`config.mk`:
```
export PLATFORM = sky130hd
export DESIGN_NAME = rotary_encoder_button_event_unit_flat
export DESIGN_NICKNAME = d
export VERILOG_FILES = /design/src/rtl/core/renc_pkg.sv /design/src/rtl/core/renc_if.sv /design/src/rtl/core/renc_ram.sv /design/src/rtl/core/renc_quad.sv /design/src/rtl/core/renc_button.sv /design/src/rtl/core/renc_evq.sv /design/src/rtl/core/rotary_encoder_button_event_unit.sv /design/src/flat_wrapper.sv
export SDC_FILE = /design/constraint.sdc
export NUM_CORES = 1
export LEC_CHECK = 0
export ABC_AREA = 1
export BUFFER_PORTS_ARGS = -buffer_cell sky130_fd_sc_hd__buf_2
export CAP_MARGIN = 15
export CORE_MARGIN = 5
export CORE_UTILIZATION = 25
export DETAILED_ROUTE_END_ITERATION = 6
export SLEW_MARGIN = 20
export SYNTH_ARGS = -nofsm -noshare
export SYNTH_HDL_FRONTEND = slang
export SYNTH_SLANG_ARGS = --single-unit
export TNS_END_PERCENT = 5
```
`constraint.sdc`:
```
create_clock -name clk -period 5.9 [get_ports clk]
set_input_delay 0.885 -clock clk [delete_from_list [all_inputs] [get_ports clk]]
set_output_delay 0.885 -clock clk [all_outputs]
set_load 0.02 [all_outputs]
```
`src/rtl/core/renc_pkg.sv`:
```
// Shared types and constants of the rotary encoder and button event unit.
package renc_pkg;

    // Request codes carried in req_type.
    typedef enum logic [1:0] {
        REQ_RESYNC    = 2'd0,
        REQ_UPDATE    = 2'd1,
        REQ_POP       = 2'd2,
        REQ_RESET_POS = 2'd3
    } req_t;

    // Event kinds as stored in the queue and returned on a pop.
    localparam logic [1:0] EV_CW          = 2'd0;
    localparam logic [1:0] EV_CCW         = 2'd1;
    localparam logic [1:0] EV_SHORT_PRESS = 2'd2;
    localparam logic [1:0] EV_LONG_PRESS  = 2'd3;

    // Configuration register indexes.
    localparam logic [1:0] CFG_DETENT_COUNTS   = 2'd0;
    localparam logic [1:0] CFG_DEBOUNCE_TIME   = 2'd1;
    localparam logic [1:0] CFG_LONG_PRESS_TIME = 2'd2;

    localparam int unsigned CFG_DATA_W = 24;

    // Register values after reset.
    localparam logic [3:0]  DETENT_RESET     = 4'd4;
    localparam logic [19:0] DEBOUNCE_RESET   = 20'd20000;
    localparam logic [23:0] LONG_PRESS_RESET = 24'd500000;

    // Largest usable detent count.
    localparam logic [3:0] DETENT_MAX = 4'd8;

    // Count change per A/B transition, indexed by {previous AB, new AB}.
    localparam logic signed [1:0] TRANS_DELTA [16] = '{
        2'sd0, -2'sd1,  2'sd1,  2'sd0,
        2'sd1,  2'sd0,  2'sd0, -2'sd1,
       -2'sd1,  2'sd0,  2'sd0,  2'sd1,
        2'sd0,  2'sd1, -2'sd1,  2'sd0
    };

    // Detent step decided by the quadrature decoder.
    typedef struct packed {
        logic cw;
        logic ccw;
    } quad_step_t;

    // Button events decided by the debouncer.
    typedef struct packed {
        logic short_press;
        logic long_press;
    } btn_event_t;

    // Push requests into the event queue, rotation first.
    typedef struct packed {
        logic       rot_push;
        logic [1:0] rot_kind;
        logic       btn_push;
        logic [1:0] btn_kind;
    } evt_push_t;

    // One queue entry.
    typedef struct packed {
        logic [1:0]  kind;
        logic [31:0] pos;
    } evt_entry_t;

endpackage

```
`src/rtl/core/renc_if.sv`:
```
// Request and result channel interfaces of the rotary encoder event unit.
interface renc_req_if;
    logic        valid;
    logic        ready;
    logic [1:0]  req_type;
    logic        pin_a;
    logic        pin_b;
    logic        button_level;
    logic [63:0] now_us;

    modport source (output valid, req_type, pin_a, pin_b, button_level, now_us,
                    input ready);
    modport sink (input valid, req_type, pin_a, pin_b, button_level, now_us,
                  output ready);
endinterface

interface renc_evt_if;
    logic               valid;
    logic               ready;
    logic               event_valid;
    logic [1:0]         event_kind;
    logic signed [31:0] event_position;
    logic signed [31:0] position;
    logic               button_pressed;
    logic signed [3:0]  partial_count;
    logic [3:0]         pending_events;

    modport source (output valid, event_valid, event_kind, event_position, position,
                    button_pressed, partial_count, pending_events,
                    input ready);
    modport sink (input valid, event_valid, event_kind, event_position, position,
                  button_pressed, partial_count, pending_events,
                  output ready);
endinterface

```
`src/rtl/core/renc_ram.sv`:
```
// Generic single-write, single-read RAM with registered read data.
module renc_ram #(
    parameter int unsigned WIDTH = 34,
    parameter int unsigned DEPTH = 16
) (
    input  logic                     clk,
    input  logic                     we,
    input  logic [$clog2(DEPTH)-1:0] waddr,
    input  logic [WIDTH-1:0]         wdata,
    input  logic                     re,
    input  logic [$clog2(DEPTH)-1:0] raddr,
    output logic [WIDTH-1:0]         rdata
);

    logic [WIDTH-1:0] mem [DEPTH];

    // Write port.
    always_ff @(posedge clk)
    begin
        if (we)
        begin
            mem[waddr] <= wdata;
        end
    end

    // Read port; data holds until the next read.
    always_ff @(posedge clk)
    begin
        if (re)
        begin
            rdata <= mem[raddr];
        end
    end

endmodule

```
`src/rtl/core/renc_quad.sv`:
```
// Quadrature decoder: transition table, partial count and detent position.
module renc_quad import renc_pkg::*; (
    input  logic               clk,
    input  logic               rst_n,
    input  logic               accept,
    input  req_t               req_kind,
    input  logic               pin_a,
    input  logic               pin_b,
    input  logic [3:0]         detent_counts,
    output quad_step_t         step,
    output logic signed [31:0] position_next,
    output logic signed [3:0]  partial_next
);

    logic [1:0]         last_ab_reg;
    logic [1:0]         last_ab_next;
    logic signed [3:0]  partial_reg;
    logic signed [31:0] position_reg;

    logic [1:0]         ab;
    logic               moved;
    logic signed [1:0]  delta;
    logic signed [4:0]  sum;
    logic signed [4:0]  lim;

    // Clamp the detent count to one through eight.
    always_comb
    begin
        if (detent_counts == 4'd0)
        begin
            lim = 5'sd1;
        end
        else if (detent_counts > DETENT_MAX)
        begin
            lim = signed'({1'b0, DETENT_MAX});
        end
        else
        begin
            lim = signed'({1'b0, detent_counts});
        end
    end

    assign ab    = {pin_a, pin_b};
    assign moved = (ab != last_ab_reg);
    assign delta = TRANS_DELTA[{last_ab_reg, ab}];
    assign sum   = {partial_reg[3], partial_reg} + {{3{delta[1]}}, delta};

    // Next decoder state for the request.
    always_comb
    begin
        last_ab_next  = last_ab_reg;
        partial_next  = partial_reg;
        position_next = position_reg;
        step          = '0;
        unique case (req_kind)
            REQ_RESYNC:
            begin
                last_ab_next  = ab;
                partial_next  = 4'sd0;
                position_next = 32'sd0;
            end
            REQ_UPDATE:
            begin
                if (moved)
                begin
                    last_ab_next = ab;
                    if (sum >= lim)
                    begin
                        partial_next  = 4'sd0;
                        position_next = position_reg + 32'sd1;
                        step.cw       = 1'b1;
                    end
                    else if (sum <= -lim)
                    begin
                        partial_next  = 4'sd0;
                        position_next = position_reg - 32'sd1;
                        step.ccw      = 1'b1;
                    end
                    else
                    begin
                        partial_next = sum[3:0];
                    end
                end
            end
            REQ_RESET_POS:
            begin
                partial_next  = 4'sd0;
                position_next = 32'sd0;
            end
            REQ_POP:
            begin
            end
            default:
            begin
            end
        endcase
    end

    // Decoder state registers.
    always_ff @(posedge clk or negedge rst_n)
    begin
        if (!rst_n)
        begin
            last_ab_reg  <= 2'b00;
            partial_reg  <= 4'sd0;
            position_reg <= 32'sd0;
        end
        else if (accept)
        begin
            last_ab_reg  <= last_ab_next;
            partial_reg  <= partial_next;
            position_reg <= position_next;
        end
    end

`ifndef SYNTHESIS
    // The partial count never reaches a full negative nibble.
    a_partial_range: assert property (@(posedge clk) disable iff (!rst_n)
        partial_reg != -4'sd8)
        else $error("partial count out of range");
`endif

endmodule

```
`src/rtl/core/renc_button.sv`:
```
// Button debouncer with short and long press detection.
module renc_button import renc_pkg::*; (
    input  logic        clk,
    input  logic        rst_n,
    input  logic        accept,
    input  req_t        req_kind,
    input  logic        button_level,
    input  logic [63:0] now_us,
    input  logic [19:0] debounce_time,
    input  logic [23:0] long_press_time,
    output btn_event_t  btn_event,
    output logic        pressed_next
);

    logic        stable_reg;
    logic        cand_reg;
    logic        long_reg;
    logic [63:0] ctime_reg;
    logic [63:0] ptime_reg;
    logic        cand_next;
    logic        long_next;
    logic [63:0] ctime_next;
    logic [63:0] ptime_next;

    logic        level_down;
    logic        changed;
    logic        deb_ok;
    logic        take_level;
    logic        just_pressed;
    logic        long_mid;
    logic        long_ok;
    logic [63:0] cand_age;
    logic [63:0] press_age;

    assign level_down = !button_level;
    assign changed    = (level_down != cand_reg);
    assign cand_age   = now_us - ctime_reg;
    assign press_age  = now_us - ptime_reg;

    // Debounce and press timing; both age compares run in parallel.
    always_comb
    begin
        deb_ok = changed ? (debounce_time == 20'd0)
                         : (cand_age >= {44'd0, debounce_time});
        take_level   = (level_down != stable_reg) && deb_ok;
        just_pressed = take_level && level_down;
        long_mid     = just_pressed ? 1'b0 : long_reg;
        long_ok      = just_pressed ? (long_press_time == 24'd0)
                                    : (press_age >= {40'd0, long_press_time});
    end

    // Next button state for the request.
    always_comb
    begin
        pressed_next = stable_reg;
        cand_next    = cand_reg;
        long_next    = long_reg;
        ctime_next   = ctime_reg;
        ptime_next   = ptime_reg;
        btn_event    = '0;
        unique case (req_kind)
            REQ_RESYNC:
            begin
                pressed_next = level_down;
                cand_next    = level_down;
                long_next    = 1'b0;
                ctime_next   = now_us;
                ptime_next   = now_us;
            end
            REQ_UPDATE:
            begin
                cand_next    = level_down;
                ctime_next   = changed ? now_us : ctime_reg;
                pressed_next = take_level ? level_down : stable_reg;
                ptime_next   = just_pressed ? now_us : ptime_reg;
                btn_event.short_press = take_level && !level_down && !long_reg;
                btn_event.long_press  = pressed_next && !long_mid && long_ok;
                long_next    = long_mid || btn_event.long_press;
            end
            REQ_POP, REQ_RESET_POS:
            begin
            end
            default:
            begin
            end
        endcase
    end

    // Button state registers.
    always_ff @(posedge clk or negedge rst_n)
    begin
        if (!rst_n)
        begin
            stable_reg <= 1'b0;
            cand_reg   <= 1'b0;
            long_reg   <= 1'b0;
            ctime_reg  <= 64'd0;
            ptime_reg  <= 64'd0;
        end
        else if (accept)
        begin
            stable_reg <= pressed_next;
            cand_reg   <= cand_next;
            long_reg   <= long_next;
            ctime_reg  <= ctime_next;
            ptime_reg  <= ptime_next;
        end
    end

endmodule

```
`src/rtl/core/renc_evq.sv`:
```
// Event queue: slot pointers, event memory and deferred second write.
module renc_evq import renc_pkg::*; #(
    parameter int unsigned QUEUE_DEPTH = 16
) (
    input  logic               clk,
    input  logic               rst_n,
    input  logic               accept,
    input  req_t               req_kind,
    input  evt_push_t          push,
    input  logic signed [31:0] position,
    output logic               hit,
    output logic               busy,
    output logic [3:0]         pending_next,
    output evt_entry_t         rd_entry
);

    localparam int unsigned AW = $clog2(QUEUE_DEPTH);
    localparam int unsigned CW = AW + 1;

    logic [AW-1:0] rd_reg;
    logic [AW-1:0] wr_reg;
    logic [AW-1:0] rd_next;
    logic [AW-1:0] wr_next;
    logic [AW-1:0] wr_mid;
    logic          p0_ok;
    logic          p1_ok;

    logic          defer_valid_reg;
    logic [AW-1:0] defer_addr_reg;
    evt_entry_t    defer_data_reg;
    logic          defer_load;

    logic          we;
    logic [AW-1:0] waddr;
    evt_entry_t    wdata;
    logic          re;
    logic [CW-1:0] count;
    logic [CW+3:0] count_wide;
    logic [$bits(evt_entry_t)-1:0] ram_rdata;

    function automatic logic [AW-1:0] slot_inc(input logic [AW-1:0] s);
        return (s == AW'(QUEUE_DEPTH - 1)) ? '0 : s + AW'(1);
    endfunction

    // Pointer moves for the request; one slot is always left free.
    always_comb
    begin
        rd_next = rd_reg;
        wr_next = wr_reg;
        wr_mid  = wr_reg;
        p0_ok   = 1'b0;
        p1_ok   = 1'b0;
        hit     = 1'b0;
        unique case (req_kind)
            REQ_RESYNC:
            begin
                rd_next = '0;
                wr_next = '0;
            end
            REQ_UPDATE:
            begin
                p0_ok   = push.rot_push && (slot_inc(wr_reg) != rd_reg);
                wr_mid  = p0_ok ? slot_inc(wr_reg) : wr_reg;
                p1_ok   = push.btn_push && (slot_inc(wr_mid) != rd_reg);
                wr_next = p1_ok ? slot_inc(wr_mid) : wr_mid;
            end
            REQ_POP:
            begin
                if (rd_reg != wr_reg)
                begin
                    hit     = 1'b1;
                    rd_next = slot_inc(rd_reg);
                end
            end
            REQ_RESET_POS:
            begin
            end
            default:
            begin
            end
        endcase
    end

    // Memory write selection: a deferred write goes first, a second push waits.
    always_comb
    begin
        we         = 1'b0;
        waddr      = wr_reg;
        wdata      = '{kind: push.rot_kind, pos: $unsigned(position)};
        defer_load = 1'b0;
        if (defer_valid_reg)
        begin
            we    = 1'b1;
            waddr = defer_addr_reg;
            wdata = defer_data_reg;
        end
        else if (accept && p0_ok)
        begin
            we         = 1'b1;
            defer_load = p1_ok;
        end
        else if (accept && p1_ok)
        begin
            we    = 1'b1;
            wdata = '{kind: push.btn_kind, pos: $unsigned(position)};
        end
    end

    assign re   = accept && hit;
    assign busy = defer_valid_reg;

    // Fill level after the request, saturated to the field width.
    always_comb
    begin
        if (wr_next >= rd_next)
        begin
            count = {1'b0, wr_next} - {1'b0, rd_next};
        end
        else
        begin
            count = {1'b0, wr_next} + CW'(QUEUE_DEPTH) - {1'b0, rd_next};
        end
        count_wide   = {4'd0, count};
        pending_next = (count_wide > (CW + 4)'(15)) ? 4'd15 : count_wide[3:0];
    end

    // Pointer and deferred write registers.
    always_ff @(posedge clk or negedge rst_n)
    begin
        if (!rst_n)
        begin
            rd_reg          <= '0;
            wr_reg          <= '0;
            defer_valid_reg <= 1'b0;
        end
        else
        begin
            defer_valid_reg <= defer_load;
            if (accept)
            begin
                rd_reg <= rd_next;
                wr_reg <= wr_next;
            end
        end
    end

    always_ff @(posedge clk)
    begin
        if (defer_load)
        begin
            defer_addr_reg <= wr_mid;
            defer_data_reg <= '{kind: push.btn_kind, pos: $unsigned(position)};
        end
    end

    renc_ram #(
        .WIDTH ($bits(evt_entry_t)),
        .DEPTH (QUEUE_DEPTH)
    ) u_ram (
        .clk   (clk),
        .we    (we),
        .waddr (waddr),
        .wdata (wdata),
        .re    (re),
        .raddr (rd_reg),
        .rdata (ram_rdata)
    );

    assign rd_entry = evt_entry_t'(ram_rdata);

`ifndef SYNTHESIS
    // A pop never reads the slot that is being written in the same cycle.
    a_no_rw_collision: assert property (@(posedge clk) disable iff (!rst_n)
        re && we |-> waddr != rd_reg)
        else $error("event read and write hit the same slot");
`endif

endmodule

```
`src/rtl/core/rotary_encoder_button_event_unit.sv`:
```
// Top level of the rotary encoder and push button event unit.
// Takes one request per clock while the result channel is not backed up:
// resync, update sample, pop event or reset position, and returns one result
// per request through the issue stage, then the output register. The other
// exception to the one-per-clock rate is an update that queues both a detent
// event and a button event: the event memory has a single write port, so the
// second write goes into the following cycle and the request channel is held
// off meanwhile. Events live in a QUEUE_DEPTH-entry memory that holds
// up to QUEUE_DEPTH-1 events; new events are dropped when it is full. No
// clearing pass is needed after reset. Configuration writes are not gated
// by the unit, so they should be made only while no request is in flight.
module rotary_encoder_button_event_unit import renc_pkg::*; #(
    parameter int unsigned QUEUE_DEPTH = 16
) (
    input  logic                  clk,
    input  logic                  rst_n,
    input  logic                  cfg_we,
    input  logic [1:0]            cfg_index,
    input  logic [CFG_DATA_W-1:0] cfg_data,
    renc_req_if.sink              req,
    renc_evt_if.source            evt
);

    typedef struct packed {
        logic               hit;
        logic signed [31:0] position;
        logic               pressed;
        logic signed [3:0]  partial;
        logic [3:0]         pending;
    } issue_t;

    typedef struct packed {
        logic               hit;
        logic [1:0]         kind;
        logic signed [31:0] epos;
        logic signed [31:0] position;
        logic               pressed;
        logic signed [3:0]  partial;
        logic [3:0]         pending;
    } result_t;

    logic [3:0]  detent_reg;
    logic [19:0] debounce_reg;
    logic [23:0] long_press_reg;

    logic               accept;
    req_t               req_kind;
    quad_step_t         step;
    btn_event_t         btn_event;
    evt_push_t          push;
    logic signed [31:0] position_next;
    logic signed [3:0]  partial_next;
    logic               pressed_next;
    logic               hit;
    logic               evq_busy;
    logic [3:0]         pending_next;
    evt_entry_t         rd_entry;

    logic               s1_valid_reg;
    issue_t             s1_reg;
    logic               s1_move;
    logic               out_valid_reg;
    result_t            out_reg;

    // Configuration registers.
    always_ff @(posedge clk or negedge rst_n)
    begin
        if (!rst_n)
        begin
            detent_reg     <= DETENT_RESET;
            debounce_reg   <= DEBOUNCE_RESET;
            long_press_reg <= LONG_PRESS_RESET;
        end
        else if (cfg_we)
        begin
            unique case (cfg_index)
                CFG_DETENT_COUNTS:   detent_reg     <= cfg_data[3:0];
                CFG_DEBOUNCE_TIME:   debounce_reg   <= cfg_data[19:0];
                CFG_LONG_PRESS_TIME: long_press_reg <= cfg_data[23:0];
                default:
                begin
                end
            endcase
        end
    end

    // Request handshake: the issue stage moves on whenever the output frees up.
    assign s1_move   = s1_valid_reg && (!out_valid_reg || evt.ready);
    assign req.ready = !evq_busy && (!s1_valid_reg || !out_valid_reg || evt.ready);
    assign accept    = req.valid && req.ready;
    assign req_kind  = req_t'(req.req_type);

    renc_quad u_quad (
        .clk           (clk),
        .rst_n         (rst_n),
        .accept        (accept),
        .req_kind      (req_kind),
        .pin_a         (req.pin_a),
        .pin_b         (req.pin_b),
        .detent_counts (detent_reg),
        .step          (step),
        .position_next (position_next),
        .partial_next  (partial_next)
    );

    renc_button u_button (
        .clk             (clk),
        .rst_n           (rst_n),
        .accept          (accept),
        .req_kind        (req_kind),
        .button_level    (req.button_level),
        .now_us          (req.now_us),
        .debounce_time   (debounce_reg),
        .long_press_time (long_press_reg),
        .btn_event       (btn_event),
        .pressed_next    (pressed_next)
    );

    // Rotation event first, then at most one button event.
    always_comb
    begin
        push.rot_push = step.cw || step.ccw;
        push.rot_kind = step.cw ? EV_CW : EV_CCW;
        push.btn_push = btn_event.short_press || btn_event.long_press;
        push.btn_kind = btn_event.long_press ? EV_LONG_PRESS : EV_SHORT_PRESS;
    end

    renc_evq #(
        .QUEUE_DEPTH (QUEUE_DEPTH)
    ) u_evq (
        .clk          (clk),
        .rst_n        (rst_n),
        .accept       (accept),
        .req_kind     (req_kind),
        .push         (push),
        .position     (position_next),
        .hit          (hit),
        .busy         (evq_busy),
        .pending_next (pending_next),
        .rd_entry     (rd_entry)
    );

    // Issue stage: status after the request, waiting for the memory read.
    always_ff @(posedge clk or negedge rst_n)
    begin
        if (!rst_n)
        begin
            s1_valid_reg <= 1'b0;
        end
        else if (accept)
        begin
            s1_valid_reg <= 1'b1;
        end
        else if (s1_move)
        begin
            s1_valid_reg <= 1'b0;
        end
    end

    always_ff @(posedge clk)
    begin
        if (accept)
        begin
            s1_reg <= '{hit: hit, position: position_next, pressed: pressed_next,
                        partial: partial_next, pending: pending_next};
        end
    end

    // Output register; event fields read as zero when nothing was popped.
    always_ff @(posedge clk or negedge rst_n)
    begin
        if (!rst_n)
        begin
            out_valid_reg <= 1'b0;
        end
        else if (s1_move)
        begin
            out_valid_reg <= 1'b1;
        end
        else if (evt.ready)
        begin
            out_valid_reg <= 1'b0;
        end
    end

    always_ff @(posedge clk)
    begin
        if (s1_move)
        begin
            out_reg.hit      <= s1_reg.hit;
            out_reg.kind     <= s1_reg.hit ? rd_entry.kind : EV_CW;
            out_reg.epos     <= s1_reg.hit ? signed'(rd_entry.pos) : 32'sd0;
            out_reg.position <= s1_reg.position;
            out_reg.pressed  <= s1_reg.pressed;
            out_reg.partial  <= s1_reg.partial;
            out_reg.pending  <= s1_reg.pending;
        end
    end

    assign evt.valid          = out_valid_reg;
    assign evt.event_valid    = out_reg.hit;
    assign evt.event_kind     = out_reg.kind;
    assign evt.event_position = out_reg.epos;
    assign evt.position       = out_reg.position;
    assign evt.button_pressed = out_reg.pressed;
    assign evt.partial_count  = out_reg.partial;
    assign evt.pending_events = out_reg.pending;

`ifndef SYNTHESIS
    // A pending second memory write holds off new requests.
    a_busy_blocks_req: assert property (@(posedge clk) disable iff (!rst_n)
        evq_busy |-> !req.ready)
        else $error("request taken while a queue write is pending");

    // A result without a popped event carries zero event fields.
    a_empty_pop_zero: assert property (@(posedge clk) disable iff (!rst_n)
        evt.valid && !evt.event_valid |-> evt.event_kind == EV_CW &&
            evt.event_position == 32'sd0)
        else $error("event fields not cleared on an empty result");

    // An issue stage that saw a queued entry always yields a popped event at the output.
    a_hit_from_issue: assert property (@(posedge clk) disable iff (!rst_n)
        s1_move && s1_reg.hit |=> evt.valid && evt.event_valid)
        else $error("popped event lost between issue and output");
`endif

endmodule

```
`src/flat_wrapper.sv`:
```
// flat-port wrapper written by rule: the top's interface ports become plain ports
module rotary_encoder_button_event_unit_flat import renc_pkg::*;
#(
    parameter int unsigned QUEUE_DEPTH = 16
)
  (clk, rst_n, cfg_we, cfg_index, cfg_data, req_valid, req_req_type, req_pin_a, req_pin_b, req_button_level, req_now_us, req_ready, evt_valid, evt_event_valid, evt_event_kind, evt_event_position, evt_position, evt_button_pressed, evt_partial_count, evt_pending_events, evt_ready);
  renc_req_if req_i ();
  renc_evt_if evt_i ();
  input  logic clk;
  input  logic rst_n;
  input  logic cfg_we;
  input  logic [1:0] cfg_index;
  input  logic [CFG_DATA_W-1:0] cfg_data;
  input wire logic [$bits(req_i.valid)-1:0] req_valid;
  input wire logic [$bits(req_i.req_type)-1:0] req_req_type;
  input wire logic [$bits(req_i.pin_a)-1:0] req_pin_a;
  input wire logic [$bits(req_i.pin_b)-1:0] req_pin_b;
  input wire logic [$bits(req_i.button_level)-1:0] req_button_level;
  input wire logic [$bits(req_i.now_us)-1:0] req_now_us;
  output wire logic [$bits(req_i.ready)-1:0] req_ready;
  output wire logic [$bits(evt_i.valid)-1:0] evt_valid;
  output wire logic [$bits(evt_i.event_valid)-1:0] evt_event_valid;
  output wire logic [$bits(evt_i.event_kind)-1:0] evt_event_kind;
  output wire logic [$bits(evt_i.event_position)-1:0] evt_event_position;
  output wire logic [$bits(evt_i.position)-1:0] evt_position;
  output wire logic [$bits(evt_i.button_pressed)-1:0] evt_button_pressed;
  output wire logic [$bits(evt_i.partial_count)-1:0] evt_partial_count;
  output wire logic [$bits(evt_i.pending_events)-1:0] evt_pending_events;
  input wire logic [$bits(evt_i.ready)-1:0] evt_ready;
  assign req_i.valid = req_valid;
  assign req_i.req_type = req_req_type;
  assign req_i.pin_a = req_pin_a;
  assign req_i.pin_b = req_pin_b;
  assign req_i.button_level = req_button_level;
  assign req_i.now_us = req_now_us;
  assign req_ready = req_i.ready;
  assign evt_valid = evt_i.valid;
  assign evt_event_valid = evt_i.event_valid;
  assign evt_event_kind = evt_i.event_kind;
  assign evt_event_position = evt_i.event_position;
  assign evt_position = evt_i.position;
  assign evt_button_pressed = evt_i.button_pressed;
  assign evt_partial_count = evt_i.partial_count;
  assign evt_pending_events = evt_i.pending_events;
  assign evt_i.ready = evt_ready;
  rotary_encoder_button_event_unit #(.QUEUE_DEPTH(QUEUE_DEPTH)) u_core (.clk(clk), .rst_n(rst_n), .cfg_we(cfg_we), .cfg_index(cfg_index), .cfg_data(cfg_data), .req(req_i), .evt(evt_i));
endmodule
```
* Word level (Yosys, flattened, before mapping) *
Memories as Yosys holds them, arrays and structs flattened. A register that Yosys moved wholly into a read port is not among the register bits.
Index checks and enable logic that the tools add are counted.

operators by class
  equality and inequality tests = 17
  muxes and demuxes = 61
  order comparisons = 8
  bitwise gates (word level) = 1
  reductions and logical operators = 44
  add/sub/neg operators = 12

operators by type and width
  kind                                                                  number
  64-bit one-hot mux with 2 select lines                                2
  64-bit two-way mux                                                    2
  64-bit subtractor                                                     2
  34-bit two-way mux                                                    3
  32-bit two-way mux                                                    3
  64-bit by 20-bit greater-or-equal comparator with 1-bit output        1
  64-bit by 24-bit greater-or-equal comparator with 1-bit output        1
  32-bit one-hot mux with 2 select lines                                1
  4-bit two-way mux                                                     12
  32-bit by 2-bit adder with 32-bit output, second input constant       1
  32-bit by 2-bit subtractor with 32-bit output, second input constant  1
  24-bit logical NOT                                                    1
  1-bit two-way mux                                                     24
  4-bit one-hot mux with 2 select lines                                 3
  20-bit logical NOT                                                    1
  1-bit logical AND                                                     14
  4-bit by 1-bit adder with 4-bit output, second input constant         3
  4-bit equality test, second input constant                            3
  2-bit two-way mux                                                     6
  4-bit != test                                                         3
  5-bit two-way mux                                                     2
  2-bit AND reduction                                                   5
  3-bit AND reduction                                                   3
  2-bit equality test, second input constant                            3
  other kinds (25)                                                      43

storage, ports and cells
  bits in writable memories = 544
  input port bits = 100
  ROM bits = 32
  memories = 2
  register bits = 384
  output and inout port bits = 78

memory list
  name                    depth  bits a word  rd ports  clocked after memory_dff  write ports  RTL line         text
  u_core.u_evq.u_ram.mem  16     34           1         1                         1            renc_ram.sv:15   logic [WIDTH-1:0] mem [DEPTH];
  (no name shown)         16     2            1         0                         0            renc_quad.sv:45  assign delta = TRANS_DELTA[{last_ab_reg, ab}];

* Longest topological paths before layout *
  word-level depth = 24
  gate-level depth with buffers = 43
  depth with buffers taken out = 43

* Modules after synthesis *
Synthesis repeated with hierarchy kept, for this count alone.

unflattened totals
  cell total of the unflattened synthesis = 7090
  area total of the unflattened synthesis = 56107.6 um2

modules (own cells, without submodules)
  module                            times used  sequential area each (um2)  cells each  area each (um2)
  renc_ram                          1           17356.6                     2250        24280.8
  renc_button                       1           3278.1                      3278        18331.3
  rotary_encoder_button_event_unit  1           4810.9                      426         5958.2
  renc_quad                         1           950.9                       766         4613.2
  renc_evq                          1           1366.3                      370         2924.1

* Worst setup path before layout *
Ideal clock, no wire load.

  path type = input-to-reg
  start = input port req_pin_b
  end = memory u_core.u_evq.u_ram.mem[0][0], enable pin
  path slack = -0.803 ns
  cell stages on the path = 30
  data required time = 5.475 ns
  arrival = 6.278 ns
  path through = inv_1 ha_1 xnor2_1 xor2_1 inv_1 ha_1 inv_1 fa_1 o211ai_1 nand2_1 o21ai_0 inv_1 ha_1 o21ai_0 nand2_1 nand2_2 nand2_1 o21ai_2 inv_2 ha_1 or2_1 nand2_1 nand2_1 nand2_1 nor2_2 nand3_4 nand3_4 nand3_4 nand2_4 nor2_1

between the ends
  longest elaborated chain between the ends = 24
  elaborated cells on any way between the ends = 30
  classes of those cells = add/sub (2); order compare (2); eq/ne (3); mux (16); bitwise (1); reduce/logical (5); memory (1)

RTL lines
  element                                                 RTL line            text
  start, declared                                         flat_wrapper.sv:17  input wire logic [$bits(req_i.pin_b)-1:0] req_pin_b;
  4-bit inverter with 5-bit output (implied by the code)  renc_quad.sv:45
  memory 16 x 2 bit                                       --
  2-bit two-way mux (implied by the code) (2 in a row)    renc_quad.sv:45
  4-bit by 2-bit adder with 5-bit output                  renc_quad.sv:46     assign sum = {partial_reg[3], partial_reg} + {{3{delta[1]}}, delta};
  5-bit <= comparator                                     renc_quad.sv:73     else if (sum <= -lim)
  1-bit two-way mux                                       renc_quad.sv:73
  1-bit two-way mux                                       renc_quad.sv:67     if (sum >= lim)
  2-bit two-way mux *                                     renc_quad.sv:64     if (moved)
  [7 not listed]                                          --
  1-bit logical AND                                       renc_evq.sv:64      p1_ok = push.btn_push && (slot_inc(wr_mid) != rd_reg);
  1-bit two-way mux                                       renc_evq.sv:54      unique case (req_kind)
  1-bit logical AND                                       renc_evq.sv:102     else if (accept && p1_ok)
  1-bit two-way mux                                       renc_evq.sv:102
  1-bit two-way mux *                                     renc_evq.sv:97      else if (accept && p0_ok)
  1-bit two-way mux *                                     renc_evq.sv:91      if (defer_valid_reg)
  1-bit two-way mux *                                     renc_ram.sv:20      if (we)
  1-bit two-way mux (implied by the code) *               renc_ram.sv:22      mem[waddr] <= wdata;
  end, declared                                           renc_ram.sv:15

Every way passes the cells marked *; elsewhere a longest branch is shown, timed or not. The select of a mux whose other input is x is not followed.

* Worst setup path after layout *
  start = input port req_pin_a
  end = register u_core.s1_reg[3] (netlist name) (data pin)

between the ends
  longest elaborated chain between the ends = 23
  elaborated cells on any way between the ends = 29
  classes of those cells = add/sub (5); order compare (4); eq/ne (3); mux (12); bitwise (1); reduce/logical (3); memory (1)

RTL lines
  element                                                 RTL line                                 text
  start, declared                                         flat_wrapper.sv:16                       input wire logic [$bits(req_i.pin_a)-1:0] req_pin_a;
  4-bit inverter with 5-bit output (implied by the code)  renc_quad.sv:45
  memory 16 x 2 bit                                       --
  2-bit two-way mux (implied by the code) (2 in a row)    renc_quad.sv:45
  4-bit by 2-bit adder with 5-bit output                  renc_quad.sv:46
  5-bit <= comparator                                     renc_quad.sv:73
  1-bit two-way mux                                       renc_quad.sv:73
  1-bit two-way mux                                       renc_quad.sv:67
  2-bit two-way mux *                                     renc_quad.sv:64
  [7 not listed]                                          --
  1-bit logical AND                                       renc_evq.sv:64
  4-bit two-way mux *                                     renc_evq.sv:65                           wr_next = p1_ok ? slot_inc(wr_mid) : wr_mid;
  4-bit one-hot mux with 2 select lines *                 renc_evq.sv:54
  net u_core.u_evq.wr_next[3]                             renc_evq.sv:23                           logic [AW-1:0] wr_next;
  4-bit by 5-bit adder with 5-bit output                  renc_evq.sv:121                          count = {1'b0, wr_next} + CW'(QUEUE_DEPTH) - {1'b0, rd_next};
  5-bit by 4-bit subtractor with 5-bit output             renc_evq.sv:121
  5-bit two-way mux *                                     renc_evq.sv:115                          if (wr_next >= rd_next)
  5-bit by 4-bit > comparator with 1-bit output           renc_evq.sv:124                          pending_next = (count_wide > (CW + 4)'(15)) ? 4'd15 : count_wide[3:0];
  end signal, assigned                                    rotary_encoder_button_event_unit.sv:164  s1_reg <= '{hit: hit, position: position_next, pressed: pressed_next,
  end, declared                                           rotary_encoder_button_event_unit.sv:60   issue_t s1_reg;

The timed path passes the listed nets; every way through them passes the cells marked *. The select of a mux whose other input is x is not followed.
A chain may end at the register's enable or synchronous reset.

==> impl_metrics.ini <==
[run_status]
outcome = complete, no violations

[detailed_routing]
drc = 0
post_drt_wl_per_cell_um = 17.8
ant_nets = 0
viasPerCell = 4.51
vias = 42800
drt_iter0_markers = 3510
wirelength_um = 169000
drt_pass1_iterations = 5

[synthesis]
synth_edf_count = 733
synth_fa_ha_area_frac = 0.0485
ys_ff_latch = 961
synthSimpleGateAreaFrac = 0.222
ys_async_sr_fraction = 0.237
synth_cell_type_count = 58
avgSynthCellArea_um2 = 8.44
synth_xor_area_frac = 0.0148
synth_nets = 6494
synth_area_um2 = 52300
yosysSeqAreaShare = 0.531
yosys_warnings = 0
synth.area.mux_share = 0.000192
synth-compound-area-share = 0.0966
synth_top_family_by_area = simple AND/OR/NAND/NOR gates
syn_inst = 6194
synthFlopType = edfxtp_1

[worst_hold_path]
min_path_type = input pin to asynchronous set/reset pin

[sta]
max_slew_margin = 0.246
maxSlewViolCount = 0
period_share = 0.951
setup_slack_ns = 0.290
clock_skew_ns = 0.0826
setup_viol = 0
period_minus_slack_ns = 5.61
hold_viol_final = 0
tightest_slew_ns = 1.13
fmaxAchievable_ghz = 0.178

[placed_design]
place.port_buffers = 177
routabilityCongestion = 0.967
place_ws_ns = -0.551
post-place-cells = 9275
dp_hpwl_um = 125000
postPlaceCellArea_um2 = 58900

[power_and_ir_drop]
p_leak_nw = 28.1
vdd.ir_drop.worst_mv = 0.343
finalPower_w = 0.0276
power.density_nw_per_um2 = 440

[floorplan]
start_util = 0.252
die_x_um = 467
fp.dieArea_um2 = 218000
die_h_um = 467
ioPinCount = 178
core_um2 = 207000
rows = 167

[finish]
layout.nets = 6897
syn_to_final_growth_pct = 19.8
final_area_um2 = 62600
fillers = 21800
largest_reg_flops = 544
fin_util = 0.302
most-common-layout-cells = nand2_1, inv_1, edfxtp_1
post_layout_nonfiller_instances = 9492
final_common_cell = nand2_1
drive_gt1_frac = 0.122

[worst_setup_path]
start_kind = input pin
cpMostUsedCell = nand2_1
worstSetupPathType = input pin to register
reg2reg_from = u_core.u_quad.last_ab_reg[0]$_DFFE_PN0P_
required_ns = 6.35
crit_fanout = 7
worst_setup_path_end_kind = register
r2r_end = u_core.s1_reg[3]$_SDFFCE_PN1P_
rr_worst_depth = 31
cpMaxStageDelayCell = fa_2
crit_arrival_ns = 6.06
slowest_delay_ns = 0.58
rrSetupSlack_ns = 0.39
crit_start = req_pin_a

[global_routing]
met1_usage = 0.194
grt-ovfl-total = 0
met3_usage = 0.0249
grt_pass1_vias = 41300
grt_pass1_wl_um = 252000
grt_usage = 0.150
grt_max_degree = 225
met2_usage = 0.257
antenna_found_initial = 30
busiest_layer = met2

[clock_network]
cts_buffers = 106
clk_pin_slew_ns = 0.05
clk_latency_ns = 0.76
cts_tree = done
ctsHoldBuffers = 0
cts_root_buf = clkbuf_16
htree_levels = 3
cts_buffer_depth = 3
clock-sinks = 961

[run]
maxCapViolations = 0
[area by class of cell]
| type | instances | area, µm² | area share |
|---|---|---|---|
| Tap cell | 2788 | 3490 | 0.0557 |
| Clock buffer | 129 | 2780 | 0.0444 |
| Timing Repair Buffer | 473 | 3520 | 0.0562 |
| Multi-Input combinational cell | 4029 | 20300 | 0.325 |
| Antenna cell | 15 | 37.5 | 0.000600 |
| Clock inverter | 71 | 850 | 0.0136 |
| Inverter | 1026 | 3860 | 0.0617 |
| Sequential cell | 961 | 27700 | 0.443 |
[per-layer routing]
layer | vias to the layer above | share of wire
met4 | 10 | 0.034
met1 | 20300 | 0.42
met5 | - | 0.00038
met3 | 260 | 0.068
li1 | 21000 | -
met2 | 1254 | 0.48
[repair_timing]
| item | in CTS | in global routing |
|---|---|---|
| gates resized for setup | 0 | 12 |
| setup endpoints to repair | 0 | 4 |
| setup buffers | 0 | 2 |
[power by group]
part	internal, W	switching, W
Sequential	0.00872	0.000501
Clock	0.00396	0.00287
Combinational	0.00384	0.00765
Total	0.0165	0.0110
[metrics by stage]
stage / hold WS, ns / TNS (ns)
after floorplan: 0.400 / 0
after global placement: 0.403 / -6.44
after detailed placement: 0.405 / -15.28
after CTS: 0.0782 / 0
after global routing: 0.103 / -0.0337
final: 0.112 / 0
[cell usage after synthesis, drive strengths merged, types with 2 or more instances]
master   count  area, µm²
o221ai      27        236
buf         23        105
o41ai        2       17.5
nand3      218       1160
a21o         4       30.0
dfrtp      215       5380
nor3b        4       30.0
xnor2       18        158
and2         6       37.5
a211oi       5       37.5
nor2       531       2070
a31oi        4       25.0
nor3        62        325
o31ai        2       15.0
dfstp       13        342
or2         12       75.1
o32ai        3       26.3
a221oi      43        377
fa           4       80.1
nor4        12       75.1
o21bai      23        173
inv       1019       3820
a41oi        4       35.0
a21oi      238       1190
xor2        70        613
o2111ai      2       17.5
nand2     1880       7130
clkinv       7       26.3
nand4       82        513
o21ai      484       2430
a2111oi      2       17.5
o211ai       7       52.6
edfxtp     733      22000
clkbuf     154        578
ha         196       2450
o21a         4       30.0
o22ai       49        307
nand3b      25        188
[critical path, delay by kind of cell]
family                     cells  cell delay, ns
and+or+nand+nor               14            1.41
AOI/OAI and AO/OA              6            0.89
adders and majority gates      6            1.78
buffers and inverters          7            0.56
xor gates and xnor gates       3            0.51
[how the worst max path moves through the flow]
stage                                      to  slack [ns]  depth (start not counted)
4_1_cts        u_core.s1_reg[2]$_SDFFCE_PN1P_        0.16                         33
6_report       u_core.s1_reg[3]$_SDFFCE_PN1P_        0.29                         36
3_5_place_dp   u_core.s1_reg[0]$_SDFFCE_PN1P_       -0.55                         35
3_3_place_gp   u_core.s1_reg[3]$_SDFFCE_PN1P_       -0.47                         37
2_1_floorplan  u_core.s1_reg[0]$_SDFFCE_PN1P_       0.003                         36
5_1_grt        u_core.s1_reg[2]$_SDFFCE_PN1P_       -0.02                         38
[logic make-up (layout without fill, tap and decap cells)]
| kind of cell | count (synthesis) | count (layout) |
|---|---|---|
| other | 1 | 16 |
| buffers and inverters | 1204 | 1699 |
| muxes | 1 | 1 |
| xor gates and xnor gates | 88 | 88 |
| and+or+nand+nor | 2833 | 2833 |
| adders and majority gates | 200 | 200 |
| DFF | 961 | 961 |
| AOI/OAI and AO/OA | 906 | 906 |
(Power assumes the default switching activity.)
